### config.mk
export PLATFORM = sky130hd
export DESIGN_NAME = teletext_attribute_decoder_core
export DESIGN_NICKNAME = d
export VERILOG_FILES = /design/src/hdl/ttad_pkg.sv /design/src/hdl/teletext_attribute_decoder_core.sv /design/src/hdl/ttad_decode.sv
export VERILOG_INCLUDE_DIRS = /design/src /design/src/hdl
export SDC_FILE = /design/constraint.sdc
export NUM_CORES = 1
export LEC_CHECK = 0
export BUFFER_PORTS_ARGS = -buffer_cell sky130_fd_sc_hd__buf_4
export CORE_AREA = 2 2 79 62
export CTS_BUF_LIST = sky130_fd_sc_hd__clkbuf_4 sky130_fd_sc_hd__clkbuf_8
export CTS_CLUSTER_DIAMETER = 60
export DETAILED_ROUTE_END_ITERATION = 10
export DIE_AREA = 0 0 81 64
export PLACE_DENSITY = 0.77
export SLEW_MARGIN = 20
export SYNTH_ARGS = -nofsm -noshare
export SYNTH_HDL_FRONTEND = slang
export SYNTH_SLANG_ARGS = --single-unit
### constraint.sdc
create_clock -name clk -period 2.3 [get_ports clk]
set_input_delay 0.46 -clock clk [delete_from_list [all_inputs] [get_ports clk]]
set_output_delay 0.46 -clock clk [all_outputs]
set_load 0.05 [all_outputs]
### src/hdl/teletext_attribute_decoder_core_defines.svh
// Assertion macros shared by the teletext attribute decoder RTL.
`ifndef TELETEXT_ATTRIBUTE_DECODER_CORE_DEFINES_SVH
`define TELETEXT_ATTRIBUTE_DECODER_CORE_DEFINES_SVH

// Same-cycle implication, disabled while reset is asserted.
`define TTAD_ASSERT_IMP(label, clk, rst_n, ante, cons) \
  label: assert property (@(posedge clk) disable iff (!rst_n) (ante) |-> (cons)) \
    else $error("ttad check failed");

// Next-cycle implication, disabled while reset is asserted.
`define TTAD_ASSERT_NXT(label, clk, rst_n, ante, cons) \
  label: assert property (@(posedge clk) disable iff (!rst_n) (ante) |=> (cons)) \
    else $error("ttad check failed");

`endif

### src/hdl/ttad_pkg.sv
// Types, constants and control codes of the teletext attribute decoder.
package ttad_pkg;

  localparam int unsigned CODE_W     = 7;
  localparam int unsigned COLOR_W    = 3;
  localparam int unsigned IN_DATA_W  = 8;
  localparam int unsigned IN_USER_W  = 2;
  localparam int unsigned OUT_DATA_W = 24;
  localparam int unsigned OUT_USER_W = 1;

  localparam logic [CODE_W-1:0]  CODE_MASK       = 7'h7f;
  localparam logic [CODE_W-1:0]  CODE_NORMAL_HT  = 7'd12;
  localparam logic [CODE_W-1:0]  CODE_DOUBLE_HT  = 7'd13;
  localparam logic [CODE_W-1:0]  CODE_MOSAIC_LO  = 7'd17;
  localparam logic [CODE_W-1:0]  CODE_MOSAIC_HI  = 7'd23;
  localparam logic [CODE_W-1:0]  CODE_ALPHA_LO   = 7'd1;
  localparam logic [CODE_W-1:0]  CODE_ALPHA_HI   = 7'd7;
  localparam logic [CODE_W-1:0]  CODE_CONTIG     = 7'd25;
  localparam logic [CODE_W-1:0]  CODE_SEPARATED  = 7'd26;
  localparam logic [CODE_W-1:0]  CODE_BLACK_BG   = 7'd28;
  localparam logic [CODE_W-1:0]  CODE_NEW_BG     = 7'd29;
  localparam logic [CODE_W-1:0]  CODE_HOLD_ON    = 7'd30;
  localparam logic [CODE_W-1:0]  CODE_HOLD_OFF   = 7'd31;
  localparam logic [CODE_W-1:0]  CODE_FIRST_CHAR = 7'd32;

  localparam logic [COLOR_W-1:0] FG_RESET = 3'd7;
  localparam logic [COLOR_W-1:0] BG_RESET = 3'd0;

  localparam int unsigned HELD_BIT = 5;

  typedef enum logic [1:0] {
    SET_ALPHA     = 2'd0,
    SET_CONTIG    = 2'd1,
    SET_SEPARATED = 2'd2
  } glyph_set_t;

  typedef enum logic [1:0] {
    HT_STANDARD = 2'd0,
    HT_UPPER    = 2'd1,
    HT_LOWER    = 2'd2,
    HT_BLANK    = 2'd3
  } glyph_height_t;

  typedef struct packed {
    logic [COLOR_W-1:0] fg;
    logic [COLOR_W-1:0] bg;
    logic               mosaic;
    logic               separated;
    logic               hold;
    logic               dbl;
    logic               next_bottom;
    logic               row_bottom;
    logic [CODE_W-1:0]  held;
  } attr_t;

  typedef struct packed {
    logic [IN_DATA_W-1:0] char_code;
    logic                 row_first;
    logic                 page_first;
  } cell_t;

  typedef struct packed {
    logic [CODE_W-1:0]  glyph_code;
    glyph_set_t         glyph_set;
    glyph_height_t      glyph_height;
    logic [COLOR_W-1:0] fg_color;
    logic [COLOR_W-1:0] bg_color;
    logic               is_control;
  } glyph_t;

  localparam attr_t ATTR_RESET = '{
    fg: FG_RESET, bg: BG_RESET, mosaic: 1'b0, separated: 1'b0, hold: 1'b0,
    dbl: 1'b0, next_bottom: 1'b0, row_bottom: 1'b0, held: '0
  };

endpackage

### src/hdl/teletext_attribute_decoder_core.sv
// Teletext serial attribute decoder: top level with input and result registers.
// One cell word per clock: a cell is captured in the input register, decoded
// against the attribute state in a single pass, and its glyph word is written
// to the result register, which drives the output, when the decode stage
// advances; a new cell is accepted every cycle while the output keeps
// draining. The rate is set by the attribute state register, which is read and
// updated once per cell in the decode stage. Control codes 0..31 update colors,
// mosaic mode, separation, height and hold as they arrive and show blank or the
// held mosaic; row_first restarts the row attributes and page_first clears the
// double-height marks.
`include "teletext_attribute_decoder_core_defines.svh"

module teletext_attribute_decoder_core (
  input  logic                                 clk,
  input  logic                                 rst_n,
  input  logic                                 in_tvalid,
  output logic                                 in_tready,
  input  logic [ttad_pkg::IN_DATA_W-1:0]       in_tdata,   // [7:0] char_code
  input  logic [ttad_pkg::IN_USER_W-1:0]       in_tuser,   // [0] row_first, [1] page_first
  output logic                                 out_tvalid,
  input  logic                                 out_tready,
  output logic [ttad_pkg::OUT_DATA_W-1:0]      out_tdata,  // [6:0] glyph_code,
                                                           // [8:7] glyph_set,
                                                           // [10:9] glyph_height,
                                                           // [13:11] fg_color,
                                                           // [16:14] bg_color,
                                                           // [23:17] zero
  output logic [ttad_pkg::OUT_USER_W-1:0]      out_tuser   // [0] is_control
);

  logic              cell_v_r;
  ttad_pkg::cell_t   cell_r;
  ttad_pkg::attr_t   attr_r;
  ttad_pkg::attr_t   attr_nxt;
  ttad_pkg::glyph_t  glyph_nxt;
  ttad_pkg::glyph_t  glyph_r;
  logic              out_v_r;
  logic              advance;

  assign advance   = cell_v_r && (!out_v_r || out_tready);
  assign in_tready = !cell_v_r || advance;

  always_ff @(posedge clk) begin
    if (!rst_n) begin
      cell_v_r <= 1'b0;
    end else if (in_tready) begin
      cell_v_r <= in_tvalid;
    end
  end

  always_ff @(posedge clk) begin
    if (in_tready && in_tvalid) begin
      cell_r.char_code  <= in_tdata;
      cell_r.row_first  <= in_tuser[0];
      cell_r.page_first <= in_tuser[1];
    end
  end

  ttad_decode u_decode (
    .in_cell  (cell_r),
    .attr     (attr_r),
    .attr_nxt (attr_nxt),
    .glyph    (glyph_nxt)
  );

  always_ff @(posedge clk) begin
    if (!rst_n) begin
      attr_r <= ttad_pkg::ATTR_RESET;
    end else if (advance) begin
      attr_r <= attr_nxt;
    end
  end

  always_ff @(posedge clk) begin
    if (!rst_n) begin
      out_v_r <= 1'b0;
    end else if (!out_v_r || out_tready) begin
      out_v_r <= cell_v_r;
    end
  end

  always_ff @(posedge clk) begin
    if (advance) begin
      glyph_r <= glyph_nxt;
    end
  end

  assign out_tvalid = out_v_r;
  assign out_tdata  = {7'd0, glyph_r.bg_color, glyph_r.fg_color, glyph_r.glyph_height,
                       glyph_r.glyph_set, glyph_r.glyph_code};
  assign out_tuser  = glyph_r.is_control;

  `TTAD_ASSERT_IMP(a_empty_ready, clk, rst_n, !cell_v_r, in_tready)
  `TTAD_ASSERT_NXT(a_load_shows, clk, rst_n, advance, out_tvalid)
  `TTAD_ASSERT_NXT(a_page_clears, clk, rst_n, advance && cell_r.page_first,
                   !attr_r.row_bottom)
  `TTAD_ASSERT_IMP(a_blank_code, clk, rst_n,
                   out_tvalid && out_tdata[10:9] == ttad_pkg::HT_BLANK,
                   out_tdata[6:0] == 7'd0)

endmodule

### src/hdl/ttad_decode.sv
// Per-cell attribute decode: next attribute state and the cell's glyph word.
module ttad_decode (
  input  ttad_pkg::cell_t  in_cell,
  input  ttad_pkg::attr_t  attr,
  output ttad_pkg::attr_t  attr_nxt,
  output ttad_pkg::glyph_t glyph
);

  logic [ttad_pkg::CODE_W-1:0] code;
  logic                        ctrl;
  ttad_pkg::attr_t             a0;
  ttad_pkg::attr_t             a1;
  logic [ttad_pkg::CODE_W-1:0] shown;
  ttad_pkg::glyph_height_t     ht;
  ttad_pkg::glyph_set_t        gset;

  assign code = in_cell.char_code[ttad_pkg::CODE_W-1:0] & ttad_pkg::CODE_MASK;
  assign ctrl = code < ttad_pkg::CODE_FIRST_CHAR;

  // row and page marks
  always_comb begin
    a0 = attr;
    if (in_cell.row_first) begin
      a0             = ttad_pkg::ATTR_RESET;
      a0.row_bottom  = attr.next_bottom;
      a0.next_bottom = 1'b0;
    end
    if (in_cell.page_first) begin
      a0.row_bottom  = 1'b0;
      a0.next_bottom = 1'b0;
    end
  end

  // control code
  always_comb begin
    a1 = a0;
    if (ctrl) begin
      if (code >= ttad_pkg::CODE_ALPHA_LO && code <= ttad_pkg::CODE_ALPHA_HI) begin
        a1.fg     = code[ttad_pkg::COLOR_W-1:0];
        a1.mosaic = 1'b0;
      end else if (code == ttad_pkg::CODE_NORMAL_HT) begin
        a1.dbl = 1'b0;
      end else if (code == ttad_pkg::CODE_DOUBLE_HT) begin
        a1.dbl = 1'b1;
        if (!a0.row_bottom) begin
          a1.next_bottom = 1'b1;
        end
      end else if (code >= ttad_pkg::CODE_MOSAIC_LO && code <= ttad_pkg::CODE_MOSAIC_HI) begin
        a1.fg     = code[ttad_pkg::COLOR_W-1:0];
        a1.mosaic = 1'b1;
      end else if (code == ttad_pkg::CODE_CONTIG) begin
        a1.separated = 1'b0;
      end else if (code == ttad_pkg::CODE_SEPARATED) begin
        a1.separated = 1'b1;
      end else if (code == ttad_pkg::CODE_BLACK_BG) begin
        a1.bg = ttad_pkg::BG_RESET;
      end else if (code == ttad_pkg::CODE_NEW_BG) begin
        a1.bg = a0.fg;
      end else if (code == ttad_pkg::CODE_HOLD_ON) begin
        a1.hold = 1'b1;
      end else if (code == ttad_pkg::CODE_HOLD_OFF) begin
        a1.hold = 1'b0;
      end
    end
  end

  always_comb begin
    if (ctrl) begin
      shown = (a1.hold && a1.mosaic) ? a1.held : '0;
    end else begin
      shown = code;
    end
    unique case ({a1.dbl, a1.row_bottom})
      2'b00:   ht = ttad_pkg::HT_STANDARD;
      2'b01:   ht = ttad_pkg::HT_BLANK;
      2'b10:   ht = ttad_pkg::HT_UPPER;
      default: ht = ttad_pkg::HT_LOWER;
    endcase
    if (!a1.mosaic) begin
      gset = ttad_pkg::SET_ALPHA;
    end else if (a1.separated) begin
      gset = ttad_pkg::SET_SEPARATED;
    end else begin
      gset = ttad_pkg::SET_CONTIG;
    end
  end

  always_comb begin
    attr_nxt = a1;
    if (a1.mosaic && shown[ttad_pkg::HELD_BIT]) begin
      attr_nxt.held = shown;
    end
  end

  assign glyph.glyph_code   = (ht == ttad_pkg::HT_BLANK) ? '0 : shown;
  assign glyph.glyph_set    = gset;
  assign glyph.glyph_height = ht;
  assign glyph.fg_color     = a1.fg;
  assign glyph.bg_color     = a1.bg;
  assign glyph.is_control   = ctrl;

endmodule
### Word-level counts from Yosys, hierarchy flattened

Index checks and enable logic that the tools add are counted.

| storage, ports and cells | value |
|---|---|
| register bits after elaboration | 48 |
| logic and storage cells | 81 |

| operators by class | value |
|---|---|
| magnitude comparators | 5 |
| equal/unequal tests | 11 |
| multiplexer cells | 34 |
| reduce and logical (&&, ||, !) cells | 11 |

Operator list:

| cell | number |
|---|---|
| == test 7 x 5 -> 1 bit (second input constant) | 6 |
| two-way mux 3 bit | 8 |
| two-way mux 7 bit | 3 |
| two-way mux 19 bit | 1 |
| two-way mux 9 bit | 2 |
| == test 7 x 4 -> 1 bit (second input constant) | 2 |
| two-way mux 1 bit | 13 |
| two-way mux 11 bit | 1 |
| two-way mux 2 bit | 4 |
| >= comparator 7 x 1 -> 1 bit (second input constant) | 1 |
| >= comparator 7 x 5 -> 1 bit (second input constant) | 1 |
| less-or-equal comparator 7 x 3 -> 1 bit (second input constant) | 1 |
| less-or-equal comparator 7 x 5 -> 1 bit (second input constant) | 1 |
| less-than comparator 7 x 6 -> 1 bit (second input constant) | 1 |
| logical AND 1 bit | 6 |
| case mux 2 bit (3 select lines) | 1 |
| == test 2 bit (second input constant) | 2 |
| two-way mux 4 bit | 1 |
| == test 2 x 1 -> 1 bit (second input constant) | 1 |
| logical NOT 1 bit | 2 |
| logical NOT 2 bit | 1 |
| logical OR 1 bit | 2 |

### Logic depth before layout (Yosys ltp)

| logic depth | value |
|---|---|
| word-level depth | 17 |
| gate-level depth with buffers | 8 |
| mapped depth without buffers | 7 |

### Cells and area by module

Synthesis repeated with hierarchy kept, for this count alone.

| unflattened totals | value |
|---|---|
| cells, all modules | 234 |
| area, all modules | 2392.3 um^2 |

Modules (own cells, without submodules):

| module | times used | cells an instance | area each (um^2) |
|---|---|---|---|
| teletext_attribute_decoder_core | 1 | 128 | 1767.9 |
| ttad_decode | 1 | 106 | 624.3 |

### Least setup slack after synthesis

Ideal clock, no wire load.

| path | value |
|---|---|
| kind | reg-to-reg |
| start point | register cell_r[8] in the netlist's numbering |
| end point | register glyph_r (netlist bit out_tdata[10]), data pin |
| library setup time | 0.262 ns |
| data arrival time | 1.891 ns |
| required time | 2.038 ns |
| slack | 0.147 ns |
| cell stages (with the launch flop) | 9 |
| buffers on the path | 1 |
| clock period less this slack | 2.153 ns |
| cells stage by stage | edfxtp_1 nor4bb_1 buf_2 nand2_1 nor2_1 mux2i_1 inv_1 ha_1 or2_2 |

RTL lines:

| what | RTL line | RTL |
|---|---|---|
| start: declaration | teletext_attribute_decoder_core.sv:32 | `ttad_pkg::cell_t cell_r;` |
| end signal: assignment | teletext_attribute_decoder_core.sv:84 | `glyph_r <= glyph_nxt;` |
| end: declaration | teletext_attribute_decoder_core.sv:36 | `ttad_pkg::glyph_t glyph_r;` |

==> metrics.md <==
| Metric | Value |
|---|---|
| Status | finished clean |
| Synth Area per Inst | ~10 um^2 |
| # placed instances | 309 |
| Grt met3 use | 0.0523 |
| VDD IR max | 0.427 mV |
| XOR/XNOR Fraction of Synth Area | 0 |
| Met2 GRT Util | 0.292 |
| Slowest cell on the critical path | edfxtp_1 |
| CTS tree | yes |
| Min Tclk post-route | ~2.2 ns |
| Setup_tns | 0 ns |
| Final Hold Vio Count | 0 |
| Cells after synthesis | 213 |
| Clock buffer depth | 2 |
| Reg2reg setup slack | 0.08 ns |
| Initial antenna violation count | 0 |
| Drt first pass iters | 4 |
| Clk Tree Root Cell | clkbuf_8 |
| Critical Path Stages | 8 |
| Area Growth Syn to Fin | 22.8% |
| GRT Total Usage | 0.196 |
| Main combinational cell family by area after synthesis | compound AO/OA/AOI/OAI gates |
| Mapped Area | 0.00223 mm^2 |
| I/O Buffers | 32 |
| Switching Power | around 0.45 mW |
| Via density | 5.58 |
| Io pins | 41 |
| CP max stage delay | 0.43 ns |
| Critical hold path startpoint | in_tdata[3] |
| Simple-gate area share of the yosys netlist | 0.178 |
| Reg2reg end | out_tdata[10]$_DFFE_PP_ |
| Post-Layout Cell Count | 320 |
| Skew final | 0.00529 ns |
| Yosys warning total | 0 |
| Num rows | 21 |
| Crit Path Class | flop to flop |
| Wirelength per Cell | 14.1 um |
| Antenna-violating nets left | 0 |
| Comb pwr share | 0.146 |
| Routed WL | 4500 um |
| Yosys reg bits | 48 |
| Reg clk slew, reported paths | 0.08 ns |
| Dpl hpwl | 3280 um |
| Largest cells by area after synthesis | edfxtp_1, dfxtp_1, o211ai_1, nor2_1, a21oi_1 |
| CTS buffer count | 5 |
| Worst path bufs/invs | 2 |
| Hold_ws | 0.335 ns |
| H-tree depth | 2 |
| Class of the worst hold path | primary input to flop |
| # DRC | 0 |
| Cell Chain, Critical Path | nor4bb_1, buf_4, nand2_1, nor2_2, mux2i_2, inv_1, ha_1, or2_2 |
| Max_slew headroom | 0.588 |
| CP max FO | 4 |
| Clock Power Share | 0.302 |
| Share of layout cells above drive strength 1 | 0.281 |
| DIE HEIGHT | 64 um |
| Most frequent cells in the layout | buf_4, edfxtp_1, nor2_1, dfxtp_1, a21oi_1 |
| Actual slew at the worst max-slew pin | ~0.6 ns |
| Hold Path End | cell_r[5]$_DFFE_PP_ |
| Hold_buf cts | 0 |
| Maximum clock frequency | 0.450 GHz |
| Grt peak-use layer | met2 |
| Startpoint Class | flop |
| Post-Synth Adder-Cell Area | 0.0168 |
| Worst Path Required | 2.35 ns |
| Global-route wire length before repair | 7760 um |
| Initial core utilization | 0.511 |
| Commonest non-fill, non-tap cell in the layout | buf_4 |
| Crit path DAT | 2.27 ns |
| Area leader, netlist | edfxtp_1 |
| Yosys cell types | 43 |
| Pint | around 1.3 mW |
| Antenna cells | 0 |
| Multiplexer share of the synthesized area | 0.00897 |
| Worst hold path stage count | 1 |
| Sink Count | 48 |
| Core area | 0.00436 mm^2 |
| Largest net degree at the start of global routing | 32 |
| R2r startpoint | cell_r[8]$_DFFE_PP_ |
| Final period utilization | 0.966 |
| Nets | 279 |
| Vias in the first global route | 1,626 |
| Die area | slightly above 0.005 mm^2 |
| Family with the most delay on the worst path | simple AND/OR/NAND/NOR gates |
| Fraction of the mapped netlist area in compound gates | 0.184 |
| Max-Cap Viols | 0 |
| GRT overflow | 0 |
| Register area share after synthesis | 0.552 |
| Drt initial violations | 139 |
| Via count | 1,784 |
| Setup violations, final | 0 |
| Switching share of power | 0.258 |
| Die width | 81 um |
| Slew Limit Fails | 0 |
| Met1 Use GR | 0.270 |
| Routability congestion estimate | 0.942 |
| Kind of end point of the critical path | flop |
| PD cells | 637 mW/mm^2 |
| Worst Reg-to-Reg Cells | 8 |
| Clock latency on the worst-skew pair | about 0.29 ns |
| Flop pwr share | 0.552 |
| Synth top area share | 0.363 |
| Static leakage | 1.06 nW |
cell usage after synthesis:
library cell / number
a31oi_1: 5
clkbuf_1: 8
nor4bb_1: 1
a21oi_1: 17
ha_1: 3
nand3_1: 7
a211oi_2: 1
a2111oi_2: 1
o311ai_2: 1
dfxtp_1: 21
mux2i_1: 2
nand2b_1: 2
inv_1: 8
nor2b_1: 4
nand4b_1: 2
o211ai_1: 12
a211oi_4: 1
a211o_1: 3
conb_1: 1
nand4_1: 8
buf_1: 1
and2_1: 5
or3_1: 1
nand2_1: 16
edfxtp_1: 27
a41oi_1: 1
a21o_1: 1
nor2_1: 23
a41o_1: 1
nor3b_1: 1
o2bb2ai_1: 4
buf_2: 2
or2_4: 1
a211oi_1: 1
buf_4: 7
nor3_1: 4
a31o_2: 1
nand2_4: 1
o21ai_0: 3
or2_2: 1
o31ai_4: 1
or4b_1: 1
clkinv_1: 1
how the worst max path moves through the flow:
stage / from / slack, ns / end
final: cell_r[8]$_DFFE_PP_ / 0.08 / out_tdata[10]$_DFFE_PP_
after detailed placement: cell_r[8]$_DFFE_PP_ / 0.03 / out_tdata[10]$_DFFE_PP_
after floorplan: cell_r[8]$_DFFE_PP_ / 0.15 / out_tdata[10]$_DFFE_PP_
after CTS: cell_r[8]$_DFFE_PP_ / 0.01 / out_tdata[10]$_DFFE_PP_
after global placement: cell_r[8]$_DFFE_PP_ / 0.1 / out_tdata[10]$_DFFE_PP_
after global routing: cell_r[8]$_DFFE_PP_ / -0.04 / out_tdata[10]$_DFFE_PP_
what timing repair did:
| item | 4_1_cts | 5_1_grt |
|---|---|---|
| gates resized for setup | 0 | 3 |
| setup endpoints to repair | 0 | 9 |
| buffers inserted | 0 | 3 |
power groups by stage:
stage               Combinational, mW  Clock (mW)  Sequential, mW
floorplan                       0.125           0            1.03
global placement                0.246           0           0.982
detailed placement              0.249           0           0.984
CTS                             0.250       0.547           0.964
global route                    0.274       0.589           0.968
finish                          0.255       0.528           0.963
layer usage:
layer  up-vias  wire length [um]
met4         0                91
li1        864                 -
met5         -                 0
met3         9               328
met1       844              2000
met2        67              2080
registers in the layout, summed over array words and instances, names as in the netlist:
name        flops
attr_r         19
out_tdata      17
out_tvalid      1
cell_r          9
out_tuser       1
cell_v_r        1
through the flow:
stage / cell area [um^2] / utilization / setup WS [ns] / total power [mW]
floorplan: 2250 / - / 0.147 / 1.16
global placement: 2610 / 0.599 / 0.0959 / 1.23
detailed placement: 2610 / 0.599 / 0.0319 / 1.23
CTS: 2710 / 0.621 / 0.0138 / 1.76
global route: 2740 / 0.628 / -0.0381 / 1.83
finish: 2740 / 0.628 / 0.0785 / 1.75
kinds of logic (layout without fill, tap and decap cells):
group,count (synthesis),after routing
AO/OA/AOI/OAI,54,54
adder cells (fa/ha/maj),3,3
buffers and inverters,27,71
flip-flops,48,48
multiplexers,2,2
other,1,7
AND/OR/NAND/NOR,78,78
worst reg2reg max path, stage by stage (launching register included):
cell and delay, ns:
edfxtp_1 0.43, nor4bb_1 0.31, buf_4 0.17, nand2_1 0.06, nor2_2 0.15, mux2i_2 0.31
inv_1 0.08, ha_1 0.17, or2_2 0.30
layout make-up:
class / instances / area, um^2
Sequential cell: 48 / 1230
Inverter: 9 / 33.8
Clock buffer: 8 / 97.6
Tap cell: 57 / 71.3
Timing Repair Buffer: 54 / 405
Multi-Input combinational cell: 144 / 901
Fill cell: 363 / 1620
Note: power is estimated with default switching activity, not from simulation.
